===== src/sv/obbsa_pkg.sv =====
// ----------------------------------------------------------------------------
// obbsa_pkg: shared types and helpers for the box overlap tester
// Command codes, the tag that rides beside the shared multiplier, and the
// rounding and clamping helpers for Q.28 to Q.14 conversion.
// ----------------------------------------------------------------------------
package obbsa_pkg;

	localparam int QW = 16;                 // quaternion and axis entry width
	localparam int UB_W = 18;               // multiplier B operand width
	localparam int ENT_W = 34;              // Q.28 intermediate width
	localparam int RND_W = 21;              // rounded Q.14 width before clamp
	localparam int ABS_W = 17;              // magnitude of a rounded dot product
	localparam logic CMD_LOAD = 1'b0;
	localparam logic CMD_TEST = 1'b1;
	localparam logic signed [QW-1:0] AXIS_MAX = 16'sd16384;
	localparam logic signed [ENT_W-1:0] ONE_Q28 = 34'sd268435456;

	// what the product in flight is used for
	typedef enum logic [1:0] {
		K_QP,
		K_DOT,
		K_HALF,
		K_OFF
	} kind_t;

	typedef struct packed {
		logic  vld;
		kind_t kind;
		logic [3:0] idx;
		logic  first;
		logic  last;
	} tag_t;

	// Q.28 -> Q.14, round half up (floor after adding one half)
	function automatic logic signed [RND_W-1:0] rnd14(input logic signed [ENT_W-1:0] v);
		logic signed [ENT_W:0] t;
		t = (ENT_W+1)'(v) + 35'sd8192;
		return t[ENT_W:14];
	endfunction

	// saturate a rounded entry to [-1, 1] in Q1.14
	function automatic logic signed [QW-1:0] clamp16(input logic signed [RND_W-1:0] r);
		if (r > 21'sd16384)
			return AXIS_MAX;
		if (r < -21'sd16384)
			return -AXIS_MAX;
		return r[QW-1:0];
	endfunction

endpackage


===== src/sv/obb_overlap_separating_axis.sv =====
// ----------------------------------------------------------------------------
// obb_overlap_separating_axis: oriented box overlap, face-axis separating test
// Loads a reference box and tests target boxes against it, one shared
// multiplier under a small sequencer.
// ----------------------------------------------------------------------------
// Usage:
//  Request channel: req_valid/req_stall with cmd, center, half and rot fields.
//  cmd = load writes the reference box when accepted and gives no result.
//  cmd = test starts a sequence on the shared multiplier: it first builds
//  both rotation matrices, then each of the six face axes runs axis fetch,
//  projections, half terms, offset and compare, in that order.
//  A test that overlaps runs all six axes before its result; an axis that
//  separates ends the test early. Loads go one per cycle while idle; the
//  shared multiplier takes one product per cycle. req_stall is high while
//  a test is running.
//  Result channel: res_valid/res_stall with overlap. The result sits in an
//  output register; a stalled result holds, and a new test waits at its
//  final compare until that register is free, with requests stalled.
//  Reset: reference box becomes a zero-size box at the origin with identity
//  orientation; no result pending.
// ----------------------------------------------------------------------------
module obb_overlap_separating_axis #(
	parameter int COORD_WIDTH = 32
) (
	input  logic                          clk,
	input  logic                          arst_n,
	input  logic                          req_valid,
	output logic                          req_stall,
	input  logic                          cmd,
	input  logic signed [COORD_WIDTH-1:0] center_x,
	input  logic signed [COORD_WIDTH-1:0] center_y,
	input  logic signed [COORD_WIDTH-1:0] center_z,
	input  logic [COORD_WIDTH-2:0]        half_x,
	input  logic [COORD_WIDTH-2:0]        half_y,
	input  logic [COORD_WIDTH-2:0]        half_z,
	input  logic signed [15:0]            rot_w,
	input  logic signed [15:0]            rot_x,
	input  logic signed [15:0]            rot_y,
	input  logic signed [15:0]            rot_z,
	output logic                          res_valid,
	input  logic                          res_stall,
	output logic                          overlap
);

	localparam int CW = COORD_WIDTH;
	localparam int AW = CW + 2;
	localparam int PW = AW + obbsa_pkg::UB_W;
	localparam int QW = obbsa_pkg::QW;
	localparam int EW = obbsa_pkg::ENT_W;

	typedef enum logic [2:0] {
		S_IDLE,
		S_QP,
		S_EN,
		S_ULD,
		S_DOT,
		S_HALF,
		S_OFF,
		S_CMP
	} state_t;

	state_t state_q;
	logic [3:0] cnt_q;
	logic [1:0] sub_q;
	logic       box_q;
	logic [2:0] axis_q;
	logic       res_valid_q;
	logic       overlap_q;

	logic signed [CW-1:0] rc_q [3];
	logic [CW-2:0]        rh_q [3];
	logic signed [QW-1:0] rq_q [4];
	logic signed [CW-1:0] tc_q [3];
	logic [CW-2:0]        th_q [3];
	logic signed [QW-1:0] tq_q [4];

	logic signed [31:0]   qp_q [9];
	logic signed [QW-1:0] ax_q [18];
	logic signed [QW-1:0] u_q [3];
	logic [obbsa_pkg::ABS_W-1:0] absd_q [6];
	logic signed [EW-1:0] dacc_q;
	logic [PW-1:0]        halves_q;
	logic signed [PW-1:0] off_q;

	logic req_acc;
	logic res_acc;
	logic signed [AW-1:0] mul_a;
	logic signed [obbsa_pkg::UB_W-1:0] mul_b;
	obbsa_pkg::tag_t tag_in;
	obbsa_pkg::tag_t tag_s1;
	logic signed [PW-1:0] p_s1;

	logic signed [QW-1:0] qw, qx, qy, qz, qa, qb;
	logic signed [EW-1:0] ent [9];
	logic signed [QW-1:0] ax_wr;
	logic [4:0]           ax_ridx;
	logic [4:0]           ax_widx;
	logic signed [QW-1:0] ax_rd;
	logic [CW-2:0]        h_sel;
	logic signed [CW:0]   d_sel;
	logic [PW-1:0]        off_abs;
	logic                 sep;
	logic signed [EW-1:0] dsum;
	logic signed [obbsa_pkg::RND_W-1:0] drnd;
	logic [obbsa_pkg::ABS_W-1:0] dabs;

	assign req_stall = (state_q != S_IDLE);
	assign req_acc   = req_valid && !req_stall;
	assign res_acc   = res_valid_q && !res_stall;
	assign res_valid = res_valid_q;
	assign overlap   = overlap_q;

	// quaternion of the box whose matrix is being built
	always_comb begin
		qw = box_q ? tq_q[0] : rq_q[0];
		qx = box_q ? tq_q[1] : rq_q[1];
		qy = box_q ? tq_q[2] : rq_q[2];
		qz = box_q ? tq_q[3] : rq_q[3];
	end

	// rotation matrix entries in Q.28 from the nine quaternion products
	// products: yy zz xx xy wz xz wy yz wx
	always_comb begin
		ent[0] = obbsa_pkg::ONE_Q28 - ((EW'(qp_q[0]) + EW'(qp_q[1])) <<< 1);
		ent[1] = (EW'(qp_q[3]) + EW'(qp_q[4])) <<< 1;
		ent[2] = (EW'(qp_q[5]) - EW'(qp_q[6])) <<< 1;
		ent[3] = (EW'(qp_q[3]) - EW'(qp_q[4])) <<< 1;
		ent[4] = obbsa_pkg::ONE_Q28 - ((EW'(qp_q[2]) + EW'(qp_q[1])) <<< 1);
		ent[5] = (EW'(qp_q[7]) + EW'(qp_q[8])) <<< 1;
		ent[6] = (EW'(qp_q[5]) + EW'(qp_q[6])) <<< 1;
		ent[7] = (EW'(qp_q[7]) - EW'(qp_q[8])) <<< 1;
		ent[8] = obbsa_pkg::ONE_Q28 - ((EW'(qp_q[2]) + EW'(qp_q[0])) <<< 1);
		ax_wr  = obbsa_pkg::clamp16(obbsa_pkg::rnd14(ent[cnt_q]));
		ax_widx = (box_q ? 5'd9 : 5'd0) + 5'(cnt_q);
	end

	// axis table read port, one address per cycle
	always_comb begin
		ax_ridx = 5'd0;
		if (state_q == S_ULD)
			ax_ridx = 5'(axis_q) * 5'd3 + 5'(cnt_q);
		else if (cnt_q < 4'd6)
			ax_ridx = 5'(cnt_q) * 5'd3 + 5'(sub_q);
		ax_rd = ax_q[ax_ridx];
	end

	// half extent and centre offset selection
	always_comb begin
		if (cnt_q < 4'd3)
			h_sel = rh_q[cnt_q[1:0]];
		else
			h_sel = th_q[2'(cnt_q - 4'd3)];
		d_sel = (CW+1)'(tc_q[cnt_q[1:0]]) - (CW+1)'(rc_q[cnt_q[1:0]]);
	end

	// operand selection for the shared multiplier
	always_comb begin
		mul_a  = '0;
		mul_b  = '0;
		tag_in = '0;
		qa     = '0;
		qb     = '0;
		case (state_q)
			S_QP: begin
				case (cnt_q)
					4'd0: begin qa = qy; qb = qy; end
					4'd1: begin qa = qz; qb = qz; end
					4'd2: begin qa = qx; qb = qx; end
					4'd3: begin qa = qx; qb = qy; end
					4'd4: begin qa = qw; qb = qz; end
					4'd5: begin qa = qx; qb = qz; end
					4'd6: begin qa = qw; qb = qy; end
					4'd7: begin qa = qy; qb = qz; end
					4'd8: begin qa = qw; qb = qx; end
					default: begin qa = '0; qb = '0; end
				endcase
				mul_a = AW'(qa);
				mul_b = obbsa_pkg::UB_W'(qb);
				tag_in.vld  = (cnt_q < 4'd9);
				tag_in.kind = obbsa_pkg::K_QP;
				tag_in.idx  = cnt_q;
			end
			S_DOT: begin
				mul_a = AW'(ax_rd);
				mul_b = obbsa_pkg::UB_W'(u_q[sub_q]);
				tag_in.vld   = (cnt_q < 4'd6);
				tag_in.kind  = obbsa_pkg::K_DOT;
				tag_in.idx   = cnt_q;
				tag_in.first = (sub_q == 2'd0);
				tag_in.last  = (sub_q == 2'd2);
			end
			S_HALF: begin
				mul_a = AW'({1'b0, h_sel});
				mul_b = obbsa_pkg::UB_W'({1'b0, absd_q[cnt_q[2:0]]});
				tag_in.vld   = 1'b1;
				tag_in.kind  = obbsa_pkg::K_HALF;
				tag_in.idx   = cnt_q;
				tag_in.first = (cnt_q == 4'd0);
			end
			S_OFF: begin
				mul_a = AW'(d_sel);
				mul_b = obbsa_pkg::UB_W'(u_q[cnt_q[1:0]]);
				tag_in.vld   = (cnt_q < 4'd3);
				tag_in.kind  = obbsa_pkg::K_OFF;
				tag_in.idx   = cnt_q;
				tag_in.first = (cnt_q == 4'd0);
			end
			default: ;
		endcase
	end

	obbsa_mul #(
		.AW(AW)
	) u_mul (
		.clk    (clk),
		.arst_n (arst_n),
		.a      (mul_a),
		.b      (mul_b),
		.tag_in (tag_in),
		.p_s1   (p_s1),
		.tag_s1 (tag_s1)
	);

	// projection accumulate and rounding
	always_comb begin
		dsum = (tag_s1.first ? '0 : dacc_q) + p_s1[EW-1:0];
		drnd = obbsa_pkg::rnd14(dsum);
		dabs = obbsa_pkg::ABS_W'(drnd[obbsa_pkg::RND_W-1] ? -drnd : drnd);
		off_abs = off_q[PW-1] ? PW'(-off_q) : PW'(off_q);
		sep = (halves_q < off_abs);
	end

	// box registers and product writeback
	always_ff @(posedge clk or negedge arst_n) begin
		if (!arst_n) begin
			for (int i = 0; i < 3; i++) begin
				rc_q[i] <= '0;
				rh_q[i] <= '0;
			end
			rq_q[0] <= obbsa_pkg::AXIS_MAX;
			rq_q[1] <= '0;
			rq_q[2] <= '0;
			rq_q[3] <= '0;
		end else if (req_acc && cmd == obbsa_pkg::CMD_LOAD) begin
			rc_q[0] <= center_x;
			rc_q[1] <= center_y;
			rc_q[2] <= center_z;
			rh_q[0] <= half_x;
			rh_q[1] <= half_y;
			rh_q[2] <= half_z;
			rq_q[0] <= rot_w;
			rq_q[1] <= rot_x;
			rq_q[2] <= rot_y;
			rq_q[3] <= rot_z;
		end
	end

	always_ff @(posedge clk) begin
		if (req_acc && cmd == obbsa_pkg::CMD_TEST) begin
			tc_q[0] <= center_x;
			tc_q[1] <= center_y;
			tc_q[2] <= center_z;
			th_q[0] <= half_x;
			th_q[1] <= half_y;
			th_q[2] <= half_z;
			tq_q[0] <= rot_w;
			tq_q[1] <= rot_x;
			tq_q[2] <= rot_y;
			tq_q[3] <= rot_z;
		end
		if (state_q == S_EN)
			ax_q[ax_widx] <= ax_wr;
		if (state_q == S_ULD)
			u_q[cnt_q[1:0]] <= ax_rd;
		if (tag_s1.vld) begin
			case (tag_s1.kind)
				obbsa_pkg::K_QP:   qp_q[tag_s1.idx] <= p_s1[31:0];
				obbsa_pkg::K_DOT: begin
					if (tag_s1.last)
						absd_q[tag_s1.idx[2:0]] <= dabs;
					else
						dacc_q <= dsum;
				end
				obbsa_pkg::K_HALF: halves_q <= (tag_s1.first ? '0 : halves_q) + PW'(p_s1);
				obbsa_pkg::K_OFF:  off_q <= (tag_s1.first ? '0 : off_q) + p_s1;
				default: ;
			endcase
		end
	end

	// sequencer and result register
	always_ff @(posedge clk or negedge arst_n) begin
		if (!arst_n) begin
			state_q     <= S_IDLE;
			cnt_q       <= '0;
			sub_q       <= '0;
			box_q       <= 1'b0;
			axis_q      <= '0;
			res_valid_q <= 1'b0;
			overlap_q   <= 1'b0;
		end else begin
			// result flag: set by the final compare, cleared when taken
			if (state_q == S_CMP && (sep || axis_q == 3'd5) && (!res_valid_q || !res_stall))
				res_valid_q <= 1'b1;
			else if (res_acc)
				res_valid_q <= 1'b0;
			unique case (state_q)
				S_IDLE: begin
					cnt_q <= '0;
					box_q <= 1'b0;
					if (req_acc && cmd == obbsa_pkg::CMD_TEST)
						state_q <= S_QP;
				end
				S_QP: begin
					if (cnt_q == 4'd9) begin
						cnt_q   <= '0;
						state_q <= S_EN;
					end else begin
						cnt_q <= cnt_q + 4'd1;
					end
				end
				S_EN: begin
					if (cnt_q == 4'd8) begin
						cnt_q <= '0;
						if (!box_q) begin
							box_q   <= 1'b1;
							state_q <= S_QP;
						end else begin
							axis_q  <= '0;
							state_q <= S_ULD;
						end
					end else begin
						cnt_q <= cnt_q + 4'd1;
					end
				end
				S_ULD: begin
					if (cnt_q == 4'd2) begin
						cnt_q   <= '0;
						sub_q   <= '0;
						state_q <= S_DOT;
					end else begin
						cnt_q <= cnt_q + 4'd1;
					end
				end
				S_DOT: begin
					if (cnt_q == 4'd6) begin
						cnt_q   <= '0;
						state_q <= S_HALF;
					end else if (sub_q == 2'd2) begin
						sub_q <= '0;
						cnt_q <= cnt_q + 4'd1;
					end else begin
						sub_q <= sub_q + 2'd1;
					end
				end
				S_HALF: begin
					if (cnt_q == 4'd5) begin
						cnt_q   <= '0;
						state_q <= S_OFF;
					end else begin
						cnt_q <= cnt_q + 4'd1;
					end
				end
				S_OFF: begin
					if (cnt_q == 4'd3) begin
						cnt_q   <= '0;
						state_q <= S_CMP;
					end else begin
						cnt_q <= cnt_q + 4'd1;
					end
				end
				S_CMP: begin
					if (sep || axis_q == 3'd5) begin
						if (!res_valid_q || !res_stall) begin
							overlap_q   <= !sep;
							state_q     <= S_IDLE;
						end
					end else begin
						axis_q  <= axis_q + 3'd1;
						cnt_q   <= '0;
						state_q <= S_ULD;
					end
				end
				default: state_q <= S_IDLE;
			endcase
		end
	end

	// a product in flight only comes from a running test
	a_tag_busy: assert property (@(posedge clk) disable iff (!arst_n)
		tag_s1.vld |-> $past(state_q != S_IDLE))
		else $error("product in flight without a running test");

	// a new result only follows the final compare
	a_res_from_cmp: assert property (@(posedge clk) disable iff (!arst_n)
		$rose(res_valid_q) |-> $past(state_q == S_CMP))
		else $error("result raised outside compare");

	// axis counter stays within the six face axes
	a_axis_range: assert property (@(posedge clk) disable iff (!arst_n)
		state_q == S_CMP |-> axis_q <= 3'd5)
		else $error("axis counter out of range");

	// a test in progress never accepts a request
	a_no_req_busy: assert property (@(posedge clk) disable iff (!arst_n)
		(state_q != S_IDLE) |-> !req_acc)
		else $error("request accepted during a test");

endmodule


===== src/sv/obbsa_mul.sv =====
// ----------------------------------------------------------------------------
// obbsa_mul: shared signed multiplier
// One registered signed product per cycle; a tag travels alongside so the
// sequencer knows where to accumulate the result in the cycle after it is issued.
// ----------------------------------------------------------------------------
module obbsa_mul #(
	parameter int AW = 34
) (
	input  logic                                 clk,
	input  logic                                 arst_n,
	input  logic signed [AW-1:0]                 a,
	input  logic signed [obbsa_pkg::UB_W-1:0]    b,
	input  obbsa_pkg::tag_t                      tag_in,
	output logic signed [AW+obbsa_pkg::UB_W-1:0] p_s1,
	output obbsa_pkg::tag_t                      tag_s1
);

	// tag is control, cleared on reset
	always_ff @(posedge clk or negedge arst_n) begin
		if (!arst_n) begin
			tag_s1 <= '0;
		end else begin
			tag_s1 <= tag_in;
		end
	end

	// product register
	always_ff @(posedge clk) begin
		p_s1 <= (AW+obbsa_pkg::UB_W)'(a) * (AW+obbsa_pkg::UB_W)'(b);
	end

endmodule


===== config.mk =====
export PLATFORM = sky130hd
export DESIGN_NAME = obb_overlap_separating_axis
export DESIGN_NICKNAME = d
export VERILOG_FILES = /design/src/sv/obbsa_pkg.sv /design/src/sv/obb_overlap_separating_axis.sv /design/src/sv/obbsa_mul.sv
export SDC_FILE = /design/constraint.sdc
export NUM_CORES = 2
export LEC_CHECK = 0
export BUFFER_PORTS_ARGS = -buffer_cell sky130_fd_sc_hd__buf_2
export CORE_MARGIN = 2
export CORE_UTILIZATION = 40
export CTS_CLUSTER_DIAMETER = 120
export DETAILED_ROUTE_END_ITERATION = 7
export GPL_TIMING_DRIVEN = 0
export RECOVER_POWER = 100
export SLEW_MARGIN = 20
export SYNTH_ARGS = -nofsm -noshare
export SYNTH_HDL_FRONTEND = slang
export SYNTH_SLANG_ARGS = --single-unit

===== constraint.sdc =====
create_clock -name clk -period 42.1 [get_ports clk]
set_input_delay 4.21 -clock clk [delete_from_list [all_inputs] [get_ports clk]]
set_output_delay 4.21 -clock clk [all_outputs]
set_load 0.01 [all_outputs]

* Yosys cells after proc, flatten, opt, wreduce, memory -nomap -nowiden
Memory sizes are Yosys's and may differ from the RTL's.
Index checks and enable logic that the tools add are counted.
** Word-level totals
- Flip-flop bits (word level) :: 467
- RAM bits :: 979
- Bits of input ports :: 258
- Output and inout bits :: 3
- Memories :: 7
** Operators by class
- Add/subtract/negate cells :: 27
- Multipliers :: 3
- Order comparisons :: 8
- Equal/unequal tests :: 33
- Mux-type cells :: 81
- Bitwise logic cells :: 4
- Reduce and logical (&&, ||, !) cells :: 37
** Memory list
- ax_q :: depth 18, bits a word 16, read ports 1, clocked after memory_dff 0, write ports 1, line obb_overlap_separating_axis.sv:78 : logic signed [QW-1:0] ax_q [18];
- qp_q :: depth 9, bits a word 32, read ports 9, clocked after memory_dff 0, write ports 1, line obb_overlap_separating_axis.sv:77 : logic signed [31:0] qp_q [9];
- absd_q :: depth 6, bits a word 17, read ports 1, clocked after memory_dff 0, write ports 1, line obb_overlap_separating_axis.sv:80 : logic [obbsa_pkg::ABS_W-1:0] absd_q [6];
- tc_q :: depth 3, bits a word 32, read ports 1, clocked after memory_dff 0, write ports 3, line obb_overlap_separating_axis.sv:73 : logic signed [CW-1:0] tc_q [3];
- th_q :: depth 3, bits a word 31, read ports 1, clocked after memory_dff 0, write ports 3, line obb_overlap_separating_axis.sv:74 : logic [CW-2:0] th_q [3];
- tq_q :: depth 4, bits a word 16, read ports 4, clocked after memory_dff 0, write ports 4, line obb_overlap_separating_axis.sv:75 : logic signed [QW-1:0] tq_q [4];
- 1 more memories
** Operators by type and width (count)
- 32-bit by 32-bit adder with 33-bit output :: 6
- 52-bit two-way mux :: 3
- 34-bit binary-select mux with 4-bit select :: 1
- 34-bit case mux with 4 select lines :: 1
- 32-bit by 32-bit subtractor with 33-bit output :: 4
- 16-bit two-way mux :: 8
- 52-bit adder :: 2
- 34-bit two-way mux :: 3
- 30-bit by 34-bit subtractor with 34-bit output (first input constant) :: 3
- 31-bit two-way mux :: 3
- 18-bit case mux with 4 select lines :: 1
- 34-bit by 15-bit adder with 35-bit output (second input constant) :: 2
- 32-bit binary-select mux with 2-bit select :: 1
- 32-bit two-way mux :: 2
- 16-bit case mux with 4 select lines :: 1
- 31-bit binary-select mux with 2-bit select :: 1
- 52-bit less-than comparator :: 1
- 34-bit by 18-bit multiplier with 52-bit output :: 1
- 52-bit negation :: 1
- 16-bit case mux with 3 select lines :: 1
- 3-bit two-way mux :: 12
- 4-bit two-way mux :: 9
- 34-bit adder :: 1
- 4-bit case mux with 8 select lines :: 1
- 57 further kinds :: 124

* Longest topological paths before layout
An unclocked memory read counts as a cell.
- Depth after elaboration :: 12
- Mapped depth :: 59

* Hierarchy
From an unflattened synthesis, not the netlist that was laid out.
** Second synthesis, totals
- Cell total of the unflattened synthesis :: 9551
- Area, all modules :: 102681.0 um^2
** Modules (own cells, without submodules)
- obb_overlap_separating_axis :: times used 1, cells each 7074, area each 80165.6 um^2, sequential area each 40249.9 um^2
- obbsa_mul :: times used 1, cells each 2477, area each 22515.3 um^2, sequential area each 1266.2 um^2

* Worst setup path before layout
No wires, ideal clock.
- Kind :: input to register
- Start :: in cmd
- End :: mem tc_q[0][0] (netlist name) (enable)
- Setup time :: 0.874 ns
- Arrival time :: 14.813 ns
- Data required time :: 41.226 ns
- Setup slack :: 26.413 ns
- Stages :: 2
- Cell sequence :: nand2_1 > nor2_1
** RTL lines
- start: declaration :: line obb_overlap_separating_axis.sv:29 : input logic cmd,
- end: declaration :: line obb_overlap_separating_axis.sv:73

* Worst setup path in the final report
- Start :: reg cnt_q[0]
- End :: reg u_mul.p_s1[50] (netlist name)
** On the way
- Word-level cells in the longest chain between the ends :: 7
** Ends and longest elaborated chain
- start: declaration :: line obb_overlap_separating_axis.sv:63 : logic [3:0] cnt_q;
- start signal: assignment :: line obb_overlap_separating_axis.sv:319 : cnt_q <= cnt_q + 4'd1;
- start signal: assignment :: line obb_overlap_separating_axis.sv:333 : cnt_q <= cnt_q + 4'd1;
- start signal: assignment :: line obb_overlap_separating_axis.sv:342 : cnt_q <= cnt_q + 4'd1;
- 4-bit by 2-bit multiplier with 5-bit output / 2-bit inverter with 3-bit output (equally long branches) :: line obb_overlap_separating_axis.sv:143, obb_overlap_separating_axis.sv:150, obb_overlap_separating_axis.sv:153
- 5-bit by 2-bit adder with 5-bit output, or another cell as far along :: line obb_overlap_separating_axis.sv:143 : ax_ridx = 5'(cnt_q) * 5'd3 + 5'(sub_q);
- 5-bit two-way mux, or another cell as far along :: line obb_overlap_separating_axis.sv:142 : else if (cnt_q < 4'd6)
- 5-bit two-way mux, or another cell as far along :: line obb_overlap_separating_axis.sv:140 : if (state_q == S_ULD)
- memory 18 x 16 bit, or another cell as far along
- 34-bit case mux with 4 select lines :: line obb_overlap_separating_axis.sv:163 : case (state_q)
- 34-bit by 18-bit multiplier with 52-bit output * :: line obbsa_mul.sv:29 : p_s1 <= (AW+obbsa_pkg::UB_W)'(a) * (AW+obbsa_pkg::UB_W)'(b);
- end signal: assignment :: line obbsa_mul.sv:29
- end: declaration :: line obbsa_mul.sv:14 : output logic signed [AW+obbsa_pkg::UB_W-1:0] p_s1,
Every way passes the cells marked *; elsewhere a longest branch is shown, timed or not. The select of a mux whose other input is x is not followed.
A chain may end at the register's enable or synchronous reset.

==> summary.md <==
| Metric | Value |
|---|---|
| Post-Synth XOR/XNOR Area | 3.41% |
| Clk_skew | 0.101 ns |
| 1st-iter DRT viols | 7204 |
| Resize count post-CTS | 0 |
| FF-to-FF End | u_mul.p_s1[50]$_DFF_P_ |
| Root buf cell | clkbuf_16 |
| CP startpoint | cnt_q[0]$_DFFE_PN0P_ |
| Synth Area in Compound Gates | 13.3% |
| Final Cycle Share | 52.5% |
| Max cap viols | 37 |
| Final global-route overflow total | 0 |
| CTS buffer count | 160 |
| FF-to-FF path depth | 56 |
| Setup ws final | 20.00 ns |
| Worst setup endpoint | u_mul.p_s1[50]$_DFF_P_ |
| Run status | finished with violations |
| WL/cell | 24.4 microns |
| Via Count | 78800 |
| Most frequent cell after synthesis | edfxtp_1 |
| Setup TNS | 0 ns |
| Peak VDD IR | 0.0511 mV |
| Number of remaining DRC errors | 0 |
| Mux contribution to synthesized area | 5.91% |
| R2R Setup Slk | 20.00 ns |
| Die Ht | 511 microns |
| # fillers | 24400 |
| Initial antenna violation count | 60 |
| Num ports | 261 |
| Yosys cell types | 116 |
| Antenna-violating nets left | 0 |
| Synth Area in Adders | 19.3% |
| Post-layout util | 44.6% |
| Synth Flop Type | edfxtp_1 |
| Ys async rst share | 19.2% |
| Fin. Hold Viols | 0 |
| Reg2reg start | cnt_q[0]$_DFFE_PN0P_ |
| Postcts setup bufs | 0 |
| Die area | 261000 sq um |
| Share of the synthesized area in the top cell type | 32.6% |
| TritonCTS clock tree | built |
| Slowest stage delay, CP | 1.07 ns |
| YS warnings | 0 |
| Largest family of logic cells by synthesized area | adder cells |
| Starting density of the core | 40.1% |
| Leading cell types by count after synthesis | edfxtp_1 (1117), inv_1 (951), nand2_1 (817) |
| H-Tree Depth | 4 |
| EDFF count, synth | 1117 |
| First-pass GRT wire length | 502000 microns |
| Pins Over Slew Limit | 838 |
| DP HPWL | 264000 microns |
| Layout cell share with drive strength beyond 1 | 7.30% |
| Core Area | 256000 sq um |
| Multi-input gate area | 56400 sq um |
| Setup CP Type | reg2reg |
| Startpoint types | flop |
| Seq cells post-synth | 1446 |
| Synthesized area per cell | 10.6 sq um |
| Mapped Cells | 9751 |
| CP Capture Type | flop |
| Number of buffers inserted by hold repair at cts | 0 |
| Vias/cell | 5.71 |
| Nets@finish | 11800 |
| Period minus WS final | 22.10 ns |
| Violated checks | max-capacitance violations, max-slew violations |
| Crit Path Max Fanout | 11 |
| Total iterations of the first detailed-routing run | 7 |
| Critical path arrival | 22.81 ns |
| CP dominant cell by count | clkbuf_1 |
| Die width | 511 microns |
| Power density cells | 76.2 nW/um^2 |
| Syn_nets | 11200 |
| Port Buffers | 260 |
| Clk Latency, worst-skew pair | 0.88 ns |
| Largest cells by area after synthesis | edfxtp_1 (33%), fa_1 (11%), ha_1 (7.9%) |
| Type of the worst min-delay path | reg2reg |
| P_leak | 0.0452 uW |
| Setup-violating endpoint count in the final report | 0 |
| Worst Path Required | 42.81 ns |
| Simple-gate share of the synthesized area | 12.8% |
| Total Routing Usage GR | 25.3% |
| CTS Buffer Depth | 3 |
| Post-Route WL | 337000 microns |
| Relative slew margins | -257% |
| # clock sinks | 1446 |
| Leading area contributor after synthesis | edfxtp_1 |
| Rows | 186 |
| Clock-pin slew on the worst setup and hold paths | 0.06 ns |
| Vias in the first global route | 79600 |
| Sequential fraction of the synthesis area | 40.3% |
| RSZ-0062 raised after global routing | false |
| Area added between synthesis and finish | 11.1% |
| CP max-delay cell | clkbuf_1 |
| Dpl ws | 21.50 ns |
| Register area | 41500 sq um |
| Post-Synthesis Cell Area | 103000 sq um |
| Worst Tran Pin Value | 5.36 ns |
| Largest net degree at the start of global routing | 93 |
| Peak Freq | 45.2 MHz |
| Routability cong. | 0.939 |
[worst min-delay path by stage]
stage / endpoint / depth (start not counted) / from
3_5_place_dp: rq_q[40]$_DFFE_PN0P_ / 1 / rq_q[40]$_DFFE_PN0P_
4_1_cts: rq_q[40]$_DFFE_PN0P_ / 1 / rq_q[40]$_DFFE_PN0P_
5_1_grt: rh_q[78]$_DFFE_PN0P_ / 1 / rh_q[78]$_DFFE_PN0P_
2_1_floorplan: rh_q[10]$_DFFE_PN0P_ / 1 / rh_q[10]$_DFFE_PN0P_
3_3_place_gp: rq_q[36]$_DFFE_PN0P_ / 1 / rq_q[36]$_DFFE_PN0P_
6_report: rc_q[4]$_DFFE_PN0P_ / 1 / rc_q[4]$_DFFE_PN0P_
[placed cells by master (no fill, tap or decap), types with 125 or more instances in the layout]
cell type,count
a211oi_1,150
a21o_1,153
a21oi_1,475
clkbuf_1,668
clkbuf_16,161
dfrtp_1,276
edfxtp_1,1117
fa_1,587
ha_1,652
inv_1,951
mux2_2,268
mux2i_1,266
nand2_1,817
nand3_1,125
nor2_1,771
nor2b_1,235
nor3_1,158
o21ai_0,382
xnor2_1,260
xor2_1,141
[logic make-up after synthesis]
logic type	count (synthesis)
simple gates	2726
compound gates	2035
flops	1446
buf+inv	1351
fa+ha+maj	1239
mux	553
xor+xnor	401
[report_power, final]
group | switching (uW) | leakage [uW] | total, uW | internal, uW
combinational | 3390 | 0.0287 | 5140 | 1750
sequential | 180 | 0.0138 | 2100 | 1920
clock | 627 | 0.00266 | 1480 | 852
[metal layers]
metal	routed length, microns	share of wire [%]	GRT usage (%)
met1	139000	41	32.9
met2	158000	47	41.9
met3	25300	7.5	4.76
met4	14300	4.2	9.66
met5	453	0.13	0
[flip-flops by register name (all words and copies together) (netlist names)]
name,count
ax_q,288
qp_q,288
absd_q,102
rc_q,96
tc_q,96
rh_q,93
th_q,93
rq_q,64
tq_q,64
halves_q,52
off_q,52
u_mul.p_s1,52
u_q,48
dacc_q,34
u_mul.tag_s1,9
cnt_q,4
axis_q,3
state_q,3
sub_q,2
box_q,1
overlap,1
res_valid,1
[cell type report]
type / count / share of cell area, %
well taps: 3384 / 3.70
clock buffers: 219 / 3.84
clock inverters: 80 / 1.00
diodes: 20 / 0.0438
repair buffers: 356 / 1.34
multi-input cells: 6954 / 49.3
plain buffers: 397 / 1.32
inverters: 954 / 3.13
flip-flops and latches: 1446 / 36.3
[through the flow]
step / total power, uW / hold WS [ns] / instance area (sq um) / instances
floorplan: 5360 / 0.475 / 103000 / 9751
global placement: 7060 / 0.488 / 108000 / 13400
detailed placement: 7180 / 0.493 / 110000 / 13500
CTS: 8680 / 0.507 / 116000 / 13800
global route: 9240 / 0.516 / 114000 / 13800
finish: 8710 / 0.505 / 114000 / 13800
[critical path: cells and delay by family (launching register included)]
| family | cells | cell delay (ns) |
|---|---|---|
| DFF | 1 | 0.64 |
| adders and majority gates | 9 | 3.89 |
| AOI/OAI and AO/OA | 21 | 6.33 |
| and+or+nand+nor | 6 | 1.42 |
| xor gates and xnor gates | 2 | 0.37 |
| buffers and inverters | 18 | 9.20 |
Note: power is estimated with default switching activity, not from simulation.
